--- config.mk ---
export PLATFORM = sky130hd
export DESIGN_NAME = hotplug_change_event_detector
export DESIGN_NICKNAME = d
export VERILOG_FILES = /design/src/hdl/hpced_pkg.sv /design/src/hdl/hpced_cfg.sv /design/src/hdl/hpced_ram.sv /design/src/hdl/hpced_emit.sv /design/src/hdl/hotplug_change_event_detector.sv
export SDC_FILE = /design/constraint.sdc
export NUM_CORES = 1
export LEC_CHECK = 0
export ABC_AREA = 1
export CORE_MARGIN = 2
export CORE_UTILIZATION = 40
export DETAILED_ROUTE_END_ITERATION = 12
export DONT_BUFFER_PORTS = 1
export PLACE_DENSITY = 0.53
export SLEW_MARGIN = 40
export SYNTH_ARGS = -nofsm -noshare
export SYNTH_HDL_FRONTEND = slang
export SYNTH_SLANG_ARGS = --single-unit
--- constraint.sdc ---
create_clock -name clock -period 7.5 [get_ports clock]
set_input_delay 0 -clock clock [delete_from_list [all_inputs] [get_ports clock]]
set_output_delay 0 -clock clock [all_outputs]
set_load 0.01 [all_outputs]
--- src/hdl/hpced_pkg.sv ---
// Shared types, constants and register codes of the hot-plug change event detector.
`default_nettype none
package hpced_pkg;

   localparam int GROUPS       = 8;
   localparam int HEALTH_UNITS = 4;
   localparam int QUIET_LIMIT  = 3;

   localparam int GROUP_W = 3;
   localparam int STAT_W  = 8;
   localparam int ENTRY_W = STAT_W + HEALTH_UNITS;
   localparam int MEM_DEPTH = 2 ** GROUP_W;

   localparam logic [1:0] GOOD_HEALTH = 2'h2;

   localparam logic [1:0] KIND_SCAN  = 2'd0;
   localparam logic [1:0] KIND_EVENT = 2'd1;
   localparam logic [1:0] KIND_NONE  = 2'd2;

   localparam logic ACT_AGGR  = 1'b0;
   localparam logic ACT_GROUP = 1'b1;

   localparam int CSR_IDX_W = 3;
   localparam logic [CSR_IDX_W-1:0] CSR_AGGR_EN    = 3'd0;
   localparam logic [CSR_IDX_W-1:0] CSR_BIT_MASKS  = 3'd1;
   localparam logic [CSR_IDX_W-1:0] CSR_AGGR_BITS  = 3'd2;
   localparam logic [CSR_IDX_W-1:0] CSR_HEALTH     = 3'd3;
   localparam logic [CSR_IDX_W-1:0] CSR_INVERSE    = 3'd4;

   typedef struct packed {
      logic [7:0]  aggr_en;
      logic [63:0] bit_masks;
      logic [63:0] aggr_bits;
      logic [7:0]  health;
      logic [7:0]  inverse;
   } cfg_type;

   typedef struct packed {
      logic               valid;
      logic [1:0]         kind;
      logic [7:0]         scan;
      logic [GROUP_W-1:0] grp;
      logic [STAT_W-1:0]  pend;
      logic [STAT_W-1:0]  att;
   } load_type;

endpackage
`default_nettype wire

--- src/hdl/hpced_cfg.sv ---
// Configuration register bank.
`default_nettype none
module hpced_cfg (
   input  wire logic                              clock,
   input  wire logic                              reset,
   input  wire logic                              csr_valid,
   output logic                                   csr_ready,
   input  wire logic [hpced_pkg::CSR_IDX_W-1:0]   csr_index,
   input  wire logic [63:0]                       csr_wdata,
   output hpced_pkg::cfg_type                     cfg
);

   hpced_pkg::cfg_type cfg_ff, cfg_in;

   assign csr_ready = 1'b1;
   assign cfg       = cfg_ff;

   always_comb begin
      cfg_in = cfg_ff;
      if (csr_valid) begin
         case (csr_index)
            hpced_pkg::CSR_AGGR_EN:   cfg_in.aggr_en   = csr_wdata[7:0];
            hpced_pkg::CSR_BIT_MASKS: cfg_in.bit_masks = csr_wdata;
            hpced_pkg::CSR_AGGR_BITS: cfg_in.aggr_bits = csr_wdata;
            hpced_pkg::CSR_HEALTH:    cfg_in.health    = csr_wdata[7:0];
            hpced_pkg::CSR_INVERSE:   cfg_in.inverse   = csr_wdata[7:0];
            default:                  cfg_in = cfg_ff;
         endcase
      end
   end

   always_ff @(posedge clock) begin
      if (reset) begin
         cfg_ff <= '0;
      end else begin
         cfg_ff <= cfg_in;
      end
   end

endmodule
`default_nettype wire

--- src/hdl/hpced_ram.sv ---
// Generic single-write, single-read synchronous RAM with registered read data.
`default_nettype none
module hpced_ram #(
   parameter int DEPTH = 8,
   parameter int WIDTH = 12,
   parameter int AW    = $clog2(DEPTH)
) (
   input  wire logic             clock,
   input  wire logic             we,
   input  wire logic [AW-1:0]    waddr,
   input  wire logic [WIDTH-1:0] wdata,
   input  wire logic             re,
   input  wire logic [AW-1:0]    raddr,
   output logic      [WIDTH-1:0] rdata
);

   logic [WIDTH-1:0] mem_ff [DEPTH];
   logic [WIDTH-1:0] rdata_ff;

   assign rdata = rdata_ff;

   always_ff @(posedge clock) begin
      if (we) begin
         mem_ff[waddr] <= wdata;
      end
      if (re) begin
         rdata_ff <= mem_ff[raddr];
      end
   end

endmodule
`default_nettype wire

--- src/hdl/hpced_emit.sv ---
// Result serialiser: one pending result or one event per cycle into the output register, unless stalled.
`default_nettype none
module hpced_emit (
   input  wire logic                              clock,
   input  wire logic                              reset,
   input  wire hpced_pkg::load_type               load,
   output logic                                   busy,
   output logic                                   rsp_valid,
   input  wire logic                              rsp_stall,
   output logic [1:0]                             rsp_kind,
   output logic [7:0]                             rsp_scan_groups,
   output logic [hpced_pkg::GROUP_W-1:0]          rsp_event_group,
   output logic [2:0]                             rsp_event_unit,
   output logic                                   rsp_attach,
   output logic                                   rsp_last
);

   logic                          valid_ff, valid_in;
   logic                          single_ff, single_in;
   logic [hpced_pkg::STAT_W-1:0]  pend_ff, pend_in;
   logic [1:0]                    skind_ff, skind_in;
   logic [7:0]                    sscan_ff, sscan_in;
   logic [hpced_pkg::GROUP_W-1:0] grp_ff, grp_in;
   logic [hpced_pkg::STAT_W-1:0]  att_ff, att_in;

   logic [1:0]                    kind_ff, kind_in;
   logic [7:0]                    scan_ff, scan_in;
   logic [hpced_pkg::GROUP_W-1:0] egrp_ff, egrp_in;
   logic [2:0]                    unit_ff, unit_in;
   logic                          attach_ff, attach_in;
   logic                          last_ff, last_in;

   logic [2:0]                    low_idx;
   logic [hpced_pkg::STAT_W-1:0]  pend_rest;
   logic                          out_free;

   assign busy            = valid_ff | single_ff | (|pend_ff);
   assign rsp_valid       = valid_ff;
   assign rsp_kind        = kind_ff;
   assign rsp_scan_groups = scan_ff;
   assign rsp_event_group = egrp_ff;
   assign rsp_event_unit  = unit_ff;
   assign rsp_attach      = attach_ff;
   assign rsp_last        = last_ff;

   assign out_free = !valid_ff || !rsp_stall;

   always_comb begin
      low_idx = '0;
      for (int b = hpced_pkg::STAT_W - 1; b >= 0; b--) begin
         if (pend_ff[b]) begin
            low_idx = 3'(b);
         end
      end
      pend_rest = pend_ff & ~(hpced_pkg::STAT_W'(1) << low_idx);
   end

   always_comb begin
      valid_in  = valid_ff;
      single_in = single_ff;
      pend_in   = pend_ff;
      skind_in  = skind_ff;
      sscan_in  = sscan_ff;
      grp_in    = grp_ff;
      att_in    = att_ff;
      kind_in   = kind_ff;
      scan_in   = scan_ff;
      egrp_in   = egrp_ff;
      unit_in   = unit_ff;
      attach_in = attach_ff;
      last_in   = last_ff;
      if (load.valid) begin
         if (load.kind == hpced_pkg::KIND_EVENT) begin
            pend_in = load.pend;
         end else begin
            single_in = 1'b1;
         end
         skind_in = load.kind;
         sscan_in = load.scan;
         grp_in   = load.grp;
         att_in   = load.att;
      end else if (out_free) begin
         if (single_ff) begin
            single_in = 1'b0;
            valid_in  = 1'b1;
            kind_in   = skind_ff;
            scan_in   = sscan_ff;
            egrp_in   = '0;
            unit_in   = '0;
            attach_in = 1'b0;
            last_in   = 1'b1;
         end else if (|pend_ff) begin
            pend_in   = pend_rest;
            valid_in  = 1'b1;
            kind_in   = hpced_pkg::KIND_EVENT;
            scan_in   = '0;
            egrp_in   = grp_ff;
            unit_in   = low_idx;
            attach_in = att_ff[low_idx];
            last_in   = ~(|pend_rest);
         end else begin
            valid_in  = 1'b0;
         end
      end
   end

   always_ff @(posedge clock) begin
      if (reset) begin
         valid_ff  <= 1'b0;
         single_ff <= 1'b0;
         pend_ff   <= '0;
      end else begin
         valid_ff  <= valid_in;
         single_ff <= single_in;
         pend_ff   <= pend_in;
      end
      skind_ff  <= skind_in;
      sscan_ff  <= sscan_in;
      grp_ff    <= grp_in;
      att_ff    <= att_in;
      kind_ff   <= kind_in;
      scan_ff   <= scan_in;
      egrp_ff   <= egrp_in;
      unit_ff   <= unit_in;
      attach_ff <= attach_in;
      last_ff   <= last_in;
   end

endmodule
`default_nettype wire

--- src/hdl/hotplug_change_event_detector.sv ---
// Hot-plug change event detector top level: sample control, state memory and assertions.
// Takes one sample at a time. An aggregation sample (or a group sample for a group out of
// range) gives its single result through the emitter's pending and output registers; the
// block is free again once that result leaves. A group sample reads its group's entry
// (cached masked status plus attached flags of the health units) from a synchronous memory,
// evaluates it in the next cycle and writes the entry back (in health mode only when the
// masked status changed), then the serial event emitter sends one result per cycle from the
// output register while the output is not stalled: n results per group sample (n is 1 for a
// no-change result, up to 8 events). Output stalls hold the block. Entries are cleared at
// reset through per-entry valid flags, so no clearing pass is needed.
`default_nettype none
module hotplug_change_event_detector (
   input  wire logic                              clock,
   input  wire logic                              reset,
   input  wire logic                              req_valid,
   output logic                                   req_stall,
   input  wire logic                              req_action,
   input  wire logic [hpced_pkg::GROUP_W-1:0]     req_group,
   input  wire logic [7:0]                        req_status,
   output logic                                   rsp_valid,
   input  wire logic                              rsp_stall,
   output logic [1:0]                             rsp_kind,
   output logic [7:0]                             rsp_scan_groups,
   output logic [hpced_pkg::GROUP_W-1:0]          rsp_event_group,
   output logic [2:0]                             rsp_event_unit,
   output logic                                   rsp_attach,
   output logic                                   rsp_last,
   input  wire logic                              csr_valid,
   output logic                                   csr_ready,
   input  wire logic [hpced_pkg::CSR_IDX_W-1:0]   csr_index,
   input  wire logic [63:0]                       csr_wdata
);

   localparam logic ST_IDLE = 1'b0;
   localparam logic ST_EVAL = 1'b1;
   localparam int   HU      = hpced_pkg::HEALTH_UNITS;
   localparam logic [hpced_pkg::GROUP_W:0] GROUPS_L = (hpced_pkg::GROUP_W + 1)'(hpced_pkg::GROUPS);
   localparam logic [1:0] QUIET_L = 2'(hpced_pkg::QUIET_LIMIT);

   hpced_pkg::cfg_type  cfg;
   hpced_pkg::load_type load;

   logic                                  state_ff, state_in;
   logic [7:0]                            agg_seen_ff, agg_seen_in;
   logic [1:0]                            quiet_ff, quiet_in;
   logic [hpced_pkg::MEM_DEPTH-1:0]       entry_vld_ff, entry_vld_in;
   logic [hpced_pkg::GROUP_W-1:0]         grp_ff;
   logic [7:0]                            status_ff;

   logic                                  emit_busy;
   logic                                  accept;
   logic                                  mem_we;
   logic [hpced_pkg::ENTRY_W-1:0]         mem_wdata;
   logic [hpced_pkg::ENTRY_W-1:0]         mem_rdata;
   logic [hpced_pkg::ENTRY_W-1:0]         entry;
   logic [7:0]                            cache;
   logic [HU-1:0]                         attd;
   logic [HU-1:0]                         new_att;
   logic [7:0]                            bmask;
   logic [7:0]                            masked;
   logic [7:0]                            ev;
   logic [7:0]                            att;
   logic [7:0]                            a_masked;
   logic [7:0]                            a_changed;
   logic [1:0]                            a_quiet;
   logic [7:0]                            a_scan;
   logic                                  good;

   hpced_cfg u_cfg (
      .clock     (clock),
      .reset     (reset),
      .csr_valid (csr_valid),
      .csr_ready (csr_ready),
      .csr_index (csr_index),
      .csr_wdata (csr_wdata),
      .cfg       (cfg)
   );

   hpced_ram #(
      .DEPTH (hpced_pkg::MEM_DEPTH),
      .WIDTH (hpced_pkg::ENTRY_W),
      .AW    (hpced_pkg::GROUP_W)
   ) u_ram (
      .clock (clock),
      .we    (mem_we),
      .waddr (grp_ff),
      .wdata (mem_wdata),
      .re    (accept),
      .raddr (req_group),
      .rdata (mem_rdata)
   );

   hpced_emit u_emit (
      .clock           (clock),
      .reset           (reset),
      .load            (load),
      .busy            (emit_busy),
      .rsp_valid       (rsp_valid),
      .rsp_stall       (rsp_stall),
      .rsp_kind        (rsp_kind),
      .rsp_scan_groups (rsp_scan_groups),
      .rsp_event_group (rsp_event_group),
      .rsp_event_unit  (rsp_event_unit),
      .rsp_attach      (rsp_attach),
      .rsp_last        (rsp_last)
   );

   assign req_stall = (state_ff != ST_IDLE) || emit_busy;
   assign accept    = req_valid && !req_stall;

   // aggregation sample
   always_comb begin
      a_masked  = req_status & cfg.aggr_en;
      a_changed = a_masked ^ agg_seen_ff;
      a_quiet   = quiet_ff;
      if (quiet_ff == QUIET_L) begin
         a_quiet   = '0;
         a_changed = cfg.aggr_en;
      end
      a_scan = '0;
      for (int k = 0; k < hpced_pkg::GROUPS; k++) begin
         a_scan[k] = |(cfg.aggr_bits[8*k +: 8] & a_changed);
      end
   end

   // group entry evaluation
   always_comb begin
      entry   = entry_vld_ff[grp_ff] ? mem_rdata : '0;
      cache   = entry[7:0];
      attd    = entry[8 +: HU];
      bmask   = cfg.bit_masks[8*grp_ff +: 8];
      masked  = status_ff & bmask;
      ev      = '0;
      att     = '0;
      new_att = attd;
      good    = 1'b0;
      mem_we  = 1'b0;
      if (cfg.health[grp_ff]) begin
         if (masked != cache) begin
            mem_we = 1'b1;
            for (int i = 0; i < HU; i++) begin
               good       = (masked[2*i +: 2] == hpced_pkg::GOOD_HEALTH);
               new_att[i] = good;
               ev[i]      = good ^ attd[i];
               att[i]     = good;
            end
         end
      end else begin
         mem_we = 1'b1;
         ev     = masked ^ cache;
         att    = masked ^ {8{cfg.inverse[grp_ff]}};
      end
      mem_wdata = {new_att, masked};
      if (state_ff != ST_EVAL) begin
         mem_we = 1'b0;
      end
   end

   always_comb begin
      state_in      = state_ff;
      agg_seen_in   = agg_seen_ff;
      quiet_in      = quiet_ff;
      entry_vld_in  = entry_vld_ff;
      load          = '0;
      case (state_ff)
         ST_IDLE: begin
            if (accept) begin
               if (req_action == hpced_pkg::ACT_AGGR) begin
                  agg_seen_in   = a_masked;
                  load.valid    = 1'b1;
                  if (a_changed == '0) begin
                     quiet_in  = a_quiet + 2'd1;
                     load.kind = hpced_pkg::KIND_NONE;
                  end else begin
                     quiet_in  = a_quiet;
                     load.kind = hpced_pkg::KIND_SCAN;
                     load.scan = a_scan;
                  end
               end else if ({1'b0, req_group} >= GROUPS_L) begin
                  load.valid = 1'b1;
                  load.kind  = hpced_pkg::KIND_NONE;
               end else begin
                  state_in = ST_EVAL;
               end
            end
         end
         ST_EVAL: begin
            state_in   = ST_IDLE;
            load.valid = 1'b1;
            load.grp   = grp_ff;
            load.pend  = ev;
            load.att   = att;
            load.kind  = (ev != '0) ? hpced_pkg::KIND_EVENT : hpced_pkg::KIND_NONE;
            if (mem_we) begin
               entry_vld_in[grp_ff] = 1'b1;
            end
         end
         default: state_in = ST_IDLE;
      endcase
   end

   always_ff @(posedge clock) begin
      if (reset) begin
         state_ff      <= ST_IDLE;
         agg_seen_ff   <= '0;
         quiet_ff      <= '0;
         entry_vld_ff  <= '0;
      end else begin
         state_ff      <= state_in;
         agg_seen_ff   <= agg_seen_in;
         quiet_ff      <= quiet_in;
         entry_vld_ff  <= entry_vld_in;
      end
      if (accept) begin
         grp_ff    <= req_group;
         status_ff <= req_status;
      end
   end

   a_busy_after_accept: assert property (@(posedge clock) disable iff (reset)
      accept |=> req_stall)
      else $error("block took an item without going busy");

   a_eval_emit_idle: assert property (@(posedge clock) disable iff (reset)
      (state_ff == ST_EVAL) |-> !emit_busy)
      else $error("evaluation while results still pending");

   a_single_last: assert property (@(posedge clock) disable iff (reset)
      (rsp_valid && rsp_kind != hpced_pkg::KIND_EVENT) |-> rsp_last)
      else $error("single result not marked last");

   a_event_no_scan: assert property (@(posedge clock) disable iff (reset)
      (rsp_valid && rsp_kind == hpced_pkg::KIND_EVENT) |-> (rsp_scan_groups == '0))
      else $error("event result carries a scan bitmap");

endmodule
`default_nettype wire

==> results of run 1 <==
-- cells in the final DEF, fill, tap and decap left out, drive strengths merged, types with 2 or more instances in the layout --
master and count:
nand2 238, a211oi 6, ha 3, buf 13, nand4 10, o21ai 249
clkinv 10, a22oi 2, a221oi 7, nand3b 4, o22ai 19, dfxtp 181
inv 180, bufinv 6, o21a 8, nor2 362, or2 3, o211ai 2
nor4 2, dlygate4sd3 105, xor2 5, a21oi 106, o31ai 2, edfxtp 158
clkbuf 51, nand3 52, a31oi 12, xnor2 8, a22o 9, nor3 4
-- cells by family after synthesis --
group                      after synthesis  share of synthesized area, %
buffers and inverters                  262                          7.26
and+or+nand+nor                        675                          18.9
DFF                                    339                          57.3
adders and majority gates                3                         0.257
other                                    1                        0.0257
xor gates and xnor gates                13                         0.779
AOI/OAI and AO/OA                      423                          15.6
-- cell usage after synthesis, drive strengths merged --
| library cell | number | area, um2 |
|---|---|---|
| nor2 | 362 | 1440 |
| o21ai | 249 | 1250 |
| nand2 | 238 | 906 |
| dfxtp | 181 | 3620 |
| inv | 176 | 663 |
| edfxtp | 158 | 4740 |
| a21oi | 106 | 531 |
| clkbuf | 65 | 244 |
| nand3 | 52 | 270 |
| o22ai | 19 | 119 |
| buf | 18 | 143 |
| a31oi | 12 | 75.1 |
| nand4 | 10 | 62.6 |
| a22o | 9 | 78.8 |
| o21a | 8 | 60.1 |
| xnor2 | 8 | 70.1 |
| a221oi | 7 | 61.3 |
| a211oi | 6 | 45.0 |
| xor2 | 5 | 43.8 |
| nand3b | 4 | 30.0 |
| nor3 | 4 | 20.0 |
| clkinv | 3 | 11.3 |
| ha | 3 | 37.5 |
| or2 | 3 | 18.8 |
| a22oi | 2 | 15.0 |
| nor4 | 2 | 12.5 |
| o211ai | 2 | 15.0 |
| o31ai | 2 | 15.0 |
| conb | 1 | 3.75 |
| o221ai | 1 | 8.76 |
-- report_power, final --
part | total (mW) | internal (mW) | switching (mW) | leakage (nW)
clock | 2.07 | 1.29 | 0.780 | 0.699
sequential | 2.28 | 2.15 | 0.129 | 2.95
combinational | 0.995 | 0.298 | 0.697 | 3.18
total | 5.34 | 3.73 | 1.61 | 6.83
-- worst max-delay path, cell delays in order, from the launching register on --
cell and delay [ns]:
sky130_fd_sc_hd__edfxtp_1 0.36, sky130_fd_sc_hd__buf_4 0.29, sky130_fd_sc_hd__inv_2 0.55, sky130_fd_sc_hd__nand2_1 0.11
sky130_fd_sc_hd__nand3_1 0.10, sky130_fd_sc_hd__nand2_1 0.10, sky130_fd_sc_hd__nor2_1 0.64, sky130_fd_sc_hd__nor2_1 0.08
sky130_fd_sc_hd__nand2_1 0.10, sky130_fd_sc_hd__nand2_1 0.08, sky130_fd_sc_hd__nand2_1 0.10, sky130_fd_sc_hd__nor2_2 0.06
sky130_fd_sc_hd__nand3_1 0.08, sky130_fd_sc_hd__nand2_1 0.30, sky130_fd_sc_hd__nor2_2 0.68
-- flip-flops by register name, summed over array words and instances (netlist names), 8 cells and up --
register / flops
u_cfg.cfg: 152
u_ram.rdata: 12
status_ff: 8
u_emit.rsp_scan_groups: 8
u_emit.pend_ff: 8
u_emit.sscan_ff: 8
u_emit.att_ff: 8
agg_seen_ff: 8
u_ram.mem_ff: 96
entry_vld_ff: 8
-- final cells by class --
| class | instances | share of cell area [%] |
|---|---|---|
| Inverter | 179 | 3.91 |
| Clock buffer | 51 | 6.54 |
| Antenna cell | 1 | 0.0143 |
| Tap cell | 468 | 3.35 |
| Multi-Input combinational cell | 1115 | 30.0 |
| Timing Repair Buffer | 118 | 6.66 |
| Sequential cell | 339 | 47.9 |
| Clock inverter | 18 | 1.58 |
-- routing by layer --
| metal | vias to the layer above | part of all wire (%) |
|---|---|---|
| li1 | 5836 | - |
| met1 | 5748 | 47 |
| met2 | 377 | 44 |
| met3 | 53 | 6.2 |
| met4 | 0 | 1.8 |
| met5 | - | 0 |
-- worst max-delay path by stage --
| stage | startpoint | endpoint | slack (ns) | cells past startpoint |
|---|---|---|---|---|
| 2_1_floorplan | u_emit.single_ff | u_emit.rsp_attach | 4.26 | 11 |
| 3_3_place_gp | state_ff | u_emit.rsp_scan_groups[1] | 3.31 | 8 |
| 3_5_place_dp | grp_ff[0] | u_ram.mem_ff[0][6] | 3.47 | 14 |
| 4_1_cts | grp_ff[0] | u_ram.mem_ff[0][5] | 3.45 | 14 |
| 5_1_grt | grp_ff[0] | u_ram.mem_ff[0][4] | 3.08 | 14 |
| 6_report | grp_ff[0] | u_ram.mem_ff[0][4] | 3.47 | 14 |
==> flow_metrics.env, run 1 <==
export IMPL_layout_filler_cells=3520
export IMPL_power_leakage_nw=6.83
export IMPL_grt_util_met1_pct=34.9
export IMPL_timing_hold_worst_start="req_group[0]"
export IMPL_timing_final_ws_setup_ns=3.47
export IMPL_layout_min_cycle_time_ns=4.03
export IMPL_global_route_usage_total_pct=23.4
export IMPL_setup_total_negative_slack_ns=0
export IMPL_cts_clk_slew_worst_paths_ns=0.06
export IMPL_finish_net_count=1878
export IMPL_placed_cells=2112
export IMPL_syn_to_final_growth_pct=19.5
export IMPL_netlist_cell_type_count=44
export IMPL_critPathMaxFanout=52
export IMPL_grt_overflow_total=0
export IMPL_grt_most_used_layer="met2"
export IMPL_start_util_pct=40.3
export IMPL_final_core_utilization_pct=48.2
export IMPL_dpl_cell_area_mm2=0.0150
export IMPL_synth_net_count=1803
export IMPL_ioPinCount=105
export IMPL_vdd_ir_drop_worst_mv=0.206
export IMPL_antenna_found_initial=2
export IMPL_count_of_pins_over_their_slew_limit=0
export IMPL_clock_fmax_mhz=248
export IMPL_critical_path_reg2reg_startpoint="grp_ff[0]"
export IMPL_post_cts_resized=0
export IMPL_detailed_route_wire_length_mm=44.7
export IMPL_synth_cells=1716
export IMPL_timing_reg2reg_worst_path_depth=14
export IMPL_detailed_placement_wirelength_estimate_mm=29.8
export IMPL_clock_skew_final_ns=0.0272
export IMPL_area_sequential_mm2=0.00837
export IMPL_critPathRequiredTime_ns=7.68
export IMPL_grtUsageMet2_pct=35.2
export IMPL_global_route_wire_length_before_repair_mm=67.8
export IMPL_syn_area_mm2=0.0146
export IMPL_dpl_worst_slack_ns=3.47
export IMPL_synthesis_yosys_warnings=0
export IMPL_worst_hold_slack_ns=0.0188
export IMPL_min_delay_worst_endpoint="u_ram.rdata[0]"
export IMPL_final_std_cell_area_no_fill_mm2=0.0175
export IMPL_postSynthAreaPerCell_um2=8.52
export IMPL_clock_latency_ns=0.55
export IMPL_crit_type="reg -> reg"
export IMPL_finish_cell_count_without_fillers=2289
export IMPL_r2r_setup_slack_ns=3.47
export IMPL_cts_hold_buffers=106
export IMPL_clock_sink_count=339
export IMPL_timing_final_crit_share_pct=53.8
export IMPL_yosys_register_bits=339
export IMPL_fp_dieH_um=195
export IMPL_r2r_end="u_ram.mem_ff[0][4]"
export IMPL_run_status="finished, final reports clean"
export IMPL_drcViolationCount=0
export IMPL_iteration_0_drc_markers=989
export IMPL_vias_per_cell=5.25
export IMPL_sequential_cell_area_fraction_in_the_yosys_report_pct=57.3
export IMPL_grt_setup_unrepaired="false"
export IMPL_setup_worst_path_end_class="flop"
export IMPL_die_area_mm2=0.0381
export IMPL_cts_buffers=38
export IMPL_floorplan_core_area_mm2=0.0363
export IMPL_power_density_mw_per_mm2=306
export IMPL_worstPathArrival_ns=4.21
export IMPL_area_taken_by_multi_input_logic_gates_mm2=0.00524
export IMPL_buffers_inserted_by_post_cts_timing_repair=0
export IMPL_grt_start_max_net_pins=117
export IMPL_row_count=70
export IMPL_grt_pass1_vias=11200
export IMPL_totalPowerFinal_mw=5.34
export IMPL_detail_route_first_pass_iterations=5
export IMPL_timing_max_slew_rel_slack_pct=45.2
export IMPL_max_slew_worst_pin_slew_ns=0.821
export IMPL_min_path_type="in -> reg"
export IMPL_clockBufferDepth=3
export IMPL_route_vias_total=12000
export IMPL_cts_htree_levels=2
export IMPL_port_buffers=0
export IMPL_antenna_violating_nets_post_route=0
export IMPL_clock_tree_root_cell="sky130_fd_sc_hd__clkbuf_16"
export IMPL_hold_violation_total_from_the_final_report=0
export IMPL_post_route_cells_drive_above_1_share_pct=6.81
export IMPL_setup_violations=0
export IMPL_cts_tree="built"
export IMPL_gpl_final_weighted_congestion=0.863
export IMPL_max_cap_violations=0
export IMPL_critical_path_startpoint_category="flop"
export IMPL_wl_per_cell_um=19.5
export IMPL_die_x_um=195
export IMPL_met3_resource_use_gr_pct=4.08
export IMPL_holdPathStages=4
No activity file was read; power rests on OpenSTA's default activity.
==> inputs of run 2 (changes only) <==
Clock period 7.5 ns to 3.8 ns, I/O delays scaled along.
==> flow_metrics.env, run 2 (synthesis results as in run 1) <==
export IMPL_placed_cells=2130
export IMPL_dpl_cell_area_mm2=0.0151
export IMPL_route_vias_total=12100
export IMPL_final_core_utilization_pct=48.5
export IMPL_clock_skew_final_ns=0.0223
export IMPL_timing_final_crit_share_pct=88.8
export IMPL_min_path_type="in -> reg"
export IMPL_floorplan_core_area_mm2=0.0363
export IMPL_clockBufferDepth=3
export IMPL_detail_route_first_pass_iterations=5
export IMPL_max_slew_worst_pin_slew_ns=0.819
export IMPL_critPathMaxFanout=12
export IMPL_post_route_cells_drive_above_1_share_pct=6.87
export IMPL_grt_start_max_net_pins=105
export IMPL_clock_latency_ns=0.56
export IMPL_global_route_wire_length_before_repair_mm=67.7
export IMPL_finish_net_count=1905
export IMPL_vdd_ir_drop_worst_mv=0.365
export IMPL_totalPowerFinal_mw=10.3
export IMPL_cts_buffers=39
export IMPL_grt_overflow_total=0
export IMPL_finish_cell_count_without_fillers=2317
export IMPL_global_route_usage_total_pct=23.2
export IMPL_hold_violation_total_from_the_final_report=8
export IMPL_gpl_final_weighted_congestion=0.925
export IMPL_die_area_mm2=0.0381
export IMPL_largest_reg_flops=152
export IMPL_fp_dieH_um=195
export IMPL_layout_min_cycle_time_ns=3.37
export IMPL_wl_per_cell_um=18.9
export IMPL_detailed_route_wire_length_mm=43.8
export IMPL_setup_total_negative_slack_ns=0
export IMPL_detail_route_wirelength_met1_mm=20.6
export IMPL_iteration_0_drc_markers=952
export IMPL_setup_worst_path_end_class="flop"
export IMPL_timing_max_slew_rel_slack_pct=45.4
export IMPL_ioPinCount=105
export IMPL_start_util_pct=40.3
export IMPL_port_buffers=0
export IMPL_dr_max_layer_used="met4"
export IMPL_max_cap_violations=0
export IMPL_vias_per_cell=5.23
export IMPL_power_density_mw_per_mm2=584
export IMPL_row_count=70
export IMPL_final_std_cell_area_no_fill_mm2=0.0176
export IMPL_worstPathArrival_ns=3.63
export IMPL_antenna_cells_inserted=0
export IMPL_buffers_inserted_by_post_cts_timing_repair=0
export IMPL_worst_hold_slack_ns=-0.0104
export IMPL_antenna_violating_nets_post_route=0
export IMPL_antenna_found_initial=0
export IMPL_cts_htree_levels=2
export IMPL_critPathRequiredTime_ns=4.05
export IMPL_cts_tree="built"
export IMPL_clock_fmax_mhz=296
export IMPL_cts_clk_slew_worst_paths_ns=0.06
export IMPL_clock_sink_count=339
export IMPL_crit_type="reg -> reg"
export IMPL_grt_pass1_vias=11600
export IMPL_grt_setup_unrepaired="false"
export IMPL_setup_violations=0
export IMPL_count_of_pins_over_their_slew_limit=0
export IMPL_die_x_um=195
export IMPL_holdPathStages=4
export IMPL_drcViolationCount=0
export IMPL_dr_wl_met3_mm=2.41
export IMPL_layout_cells_most_common_list="346 x sky130_fd_sc_hd__nor2_1, 236 x sky130_fd_sc_hd__o21ai_0, 235 x sky130_fd_sc_hd__nand2_1"
export IMPL_power_leakage_nw=6.91
export IMPL_run_status="complete, but fails checks"
export IMPL_critical_path_startpoint_category="flop"
export IMPL_clock_tree_root_cell="sky130_fd_sc_hd__clkbuf_16"
export IMPL_syn_to_final_growth_pct=20.2
export IMPL_detailed_placement_wirelength_estimate_mm=29.0
export IMPL_met2_length_mm=19.8
export IMPL_layout_commonest_cell="sky130_fd_sc_hd__nor2_1"
export IMPL_timing_reg2reg_worst_path_depth=13
export IMPL_failed_checks="hold timing"
[run 2: cell count changes in the layout (fill, tap and decap cells not counted), moves of 3 or more]
cell and delta:
sky130_fd_sc_hd__bufinv_16 -3, sky130_fd_sc_hd__clkbuf_8 -4, sky130_fd_sc_hd__buf_12 +3, sky130_fd_sc_hd__clkbuf_1 +9
sky130_fd_sc_hd__dlygate4sd3_1 +8, sky130_fd_sc_hd__nor2_1 +7, sky130_fd_sc_hd__buf_4 +16, sky130_fd_sc_hd__nor2_2 -7
[run 2: per-stage QoR]
step,setup WS (ns),hold slack [ns]
final,0.426,-0.0104
after global routing,0.183,0.00563
after CTS,0.231,0.0000336
after detailed placement,0.279,0.0715
after global placement,0.387,0.0701
after floorplan,0.561,0.0691
[run 2: critical path: stages, from the launching register on]
cell                       delay (ns)
sky130_fd_sc_hd__edfxtp_1        0.61
sky130_fd_sc_hd__nand2_2         0.25
sky130_fd_sc_hd__inv_2           0.08
sky130_fd_sc_hd__nand3_1         0.07
sky130_fd_sc_hd__nand2_1         0.10
sky130_fd_sc_hd__nor2_2          0.46
sky130_fd_sc_hd__nor2_1          0.08
sky130_fd_sc_hd__nand2_1         0.08
sky130_fd_sc_hd__nand2_1         0.08
sky130_fd_sc_hd__nand2_1         0.11
sky130_fd_sc_hd__nor2_2          0.06
sky130_fd_sc_hd__a21oi_1         0.49
sky130_fd_sc_hd__nand3_1         0.18
sky130_fd_sc_hd__o21ai_1         0.41
[run 2: cell type report]
| type | count | area (um2) |
|---|---|---|
| clock buffer | 56 | 1120 |
| clock inverter | 16 | 186 |
| fill | 3458 | 18700 |
| inverter | 179 | 679 |
| multi-input combinational | 1115 | 5220 |
| sequential | 339 | 8370 |
| tap | 468 | 586 |
| timing repair buffer | 144 | 1410 |
[run 2: per-layer routing]
metal | global-route usage, % | vias to the layer above
met1 | 32.7 | 5819
li1 | - | 5898
met5 | 0 | -
met3 | 4.25 | 69
met4 | 6.22 | 0
met2 | 36.5 | 332
[run 2: path summary, 6_finish.rpt]
| path | from | slack, ns | to |
|---|---|---|---|
| worst max-delay path | grp_ff[1] | 0.43 | u_ram.mem_ff[7][10] |
| worst max register to register | grp_ff[1] | 0.43 | u_ram.mem_ff[7][10] |
| worst min-delay path | req_valid | -0.01 | agg_seen_ff[3] |
| worst min register to register | u_cfg.cfg[10] | 0.45 | u_cfg.cfg[10] |
[run 2: what timing repair did]
action	in CTS	in global routing
endpoints found under the hold margin	196	4
gates resized for setup	0	1
endpoints found under the setup margin	0	1
hold buffers	114	1
[run 2: report_power, final]
| group | total [mW] | internal [mW] | switching (mW) |
|---|---|---|---|
| Clock | 3.81 | 2.28 | 1.53 |
| Sequential | 4.45 | 4.24 | 0.210 |
| Combinational | 2.00 | 0.620 | 1.38 |
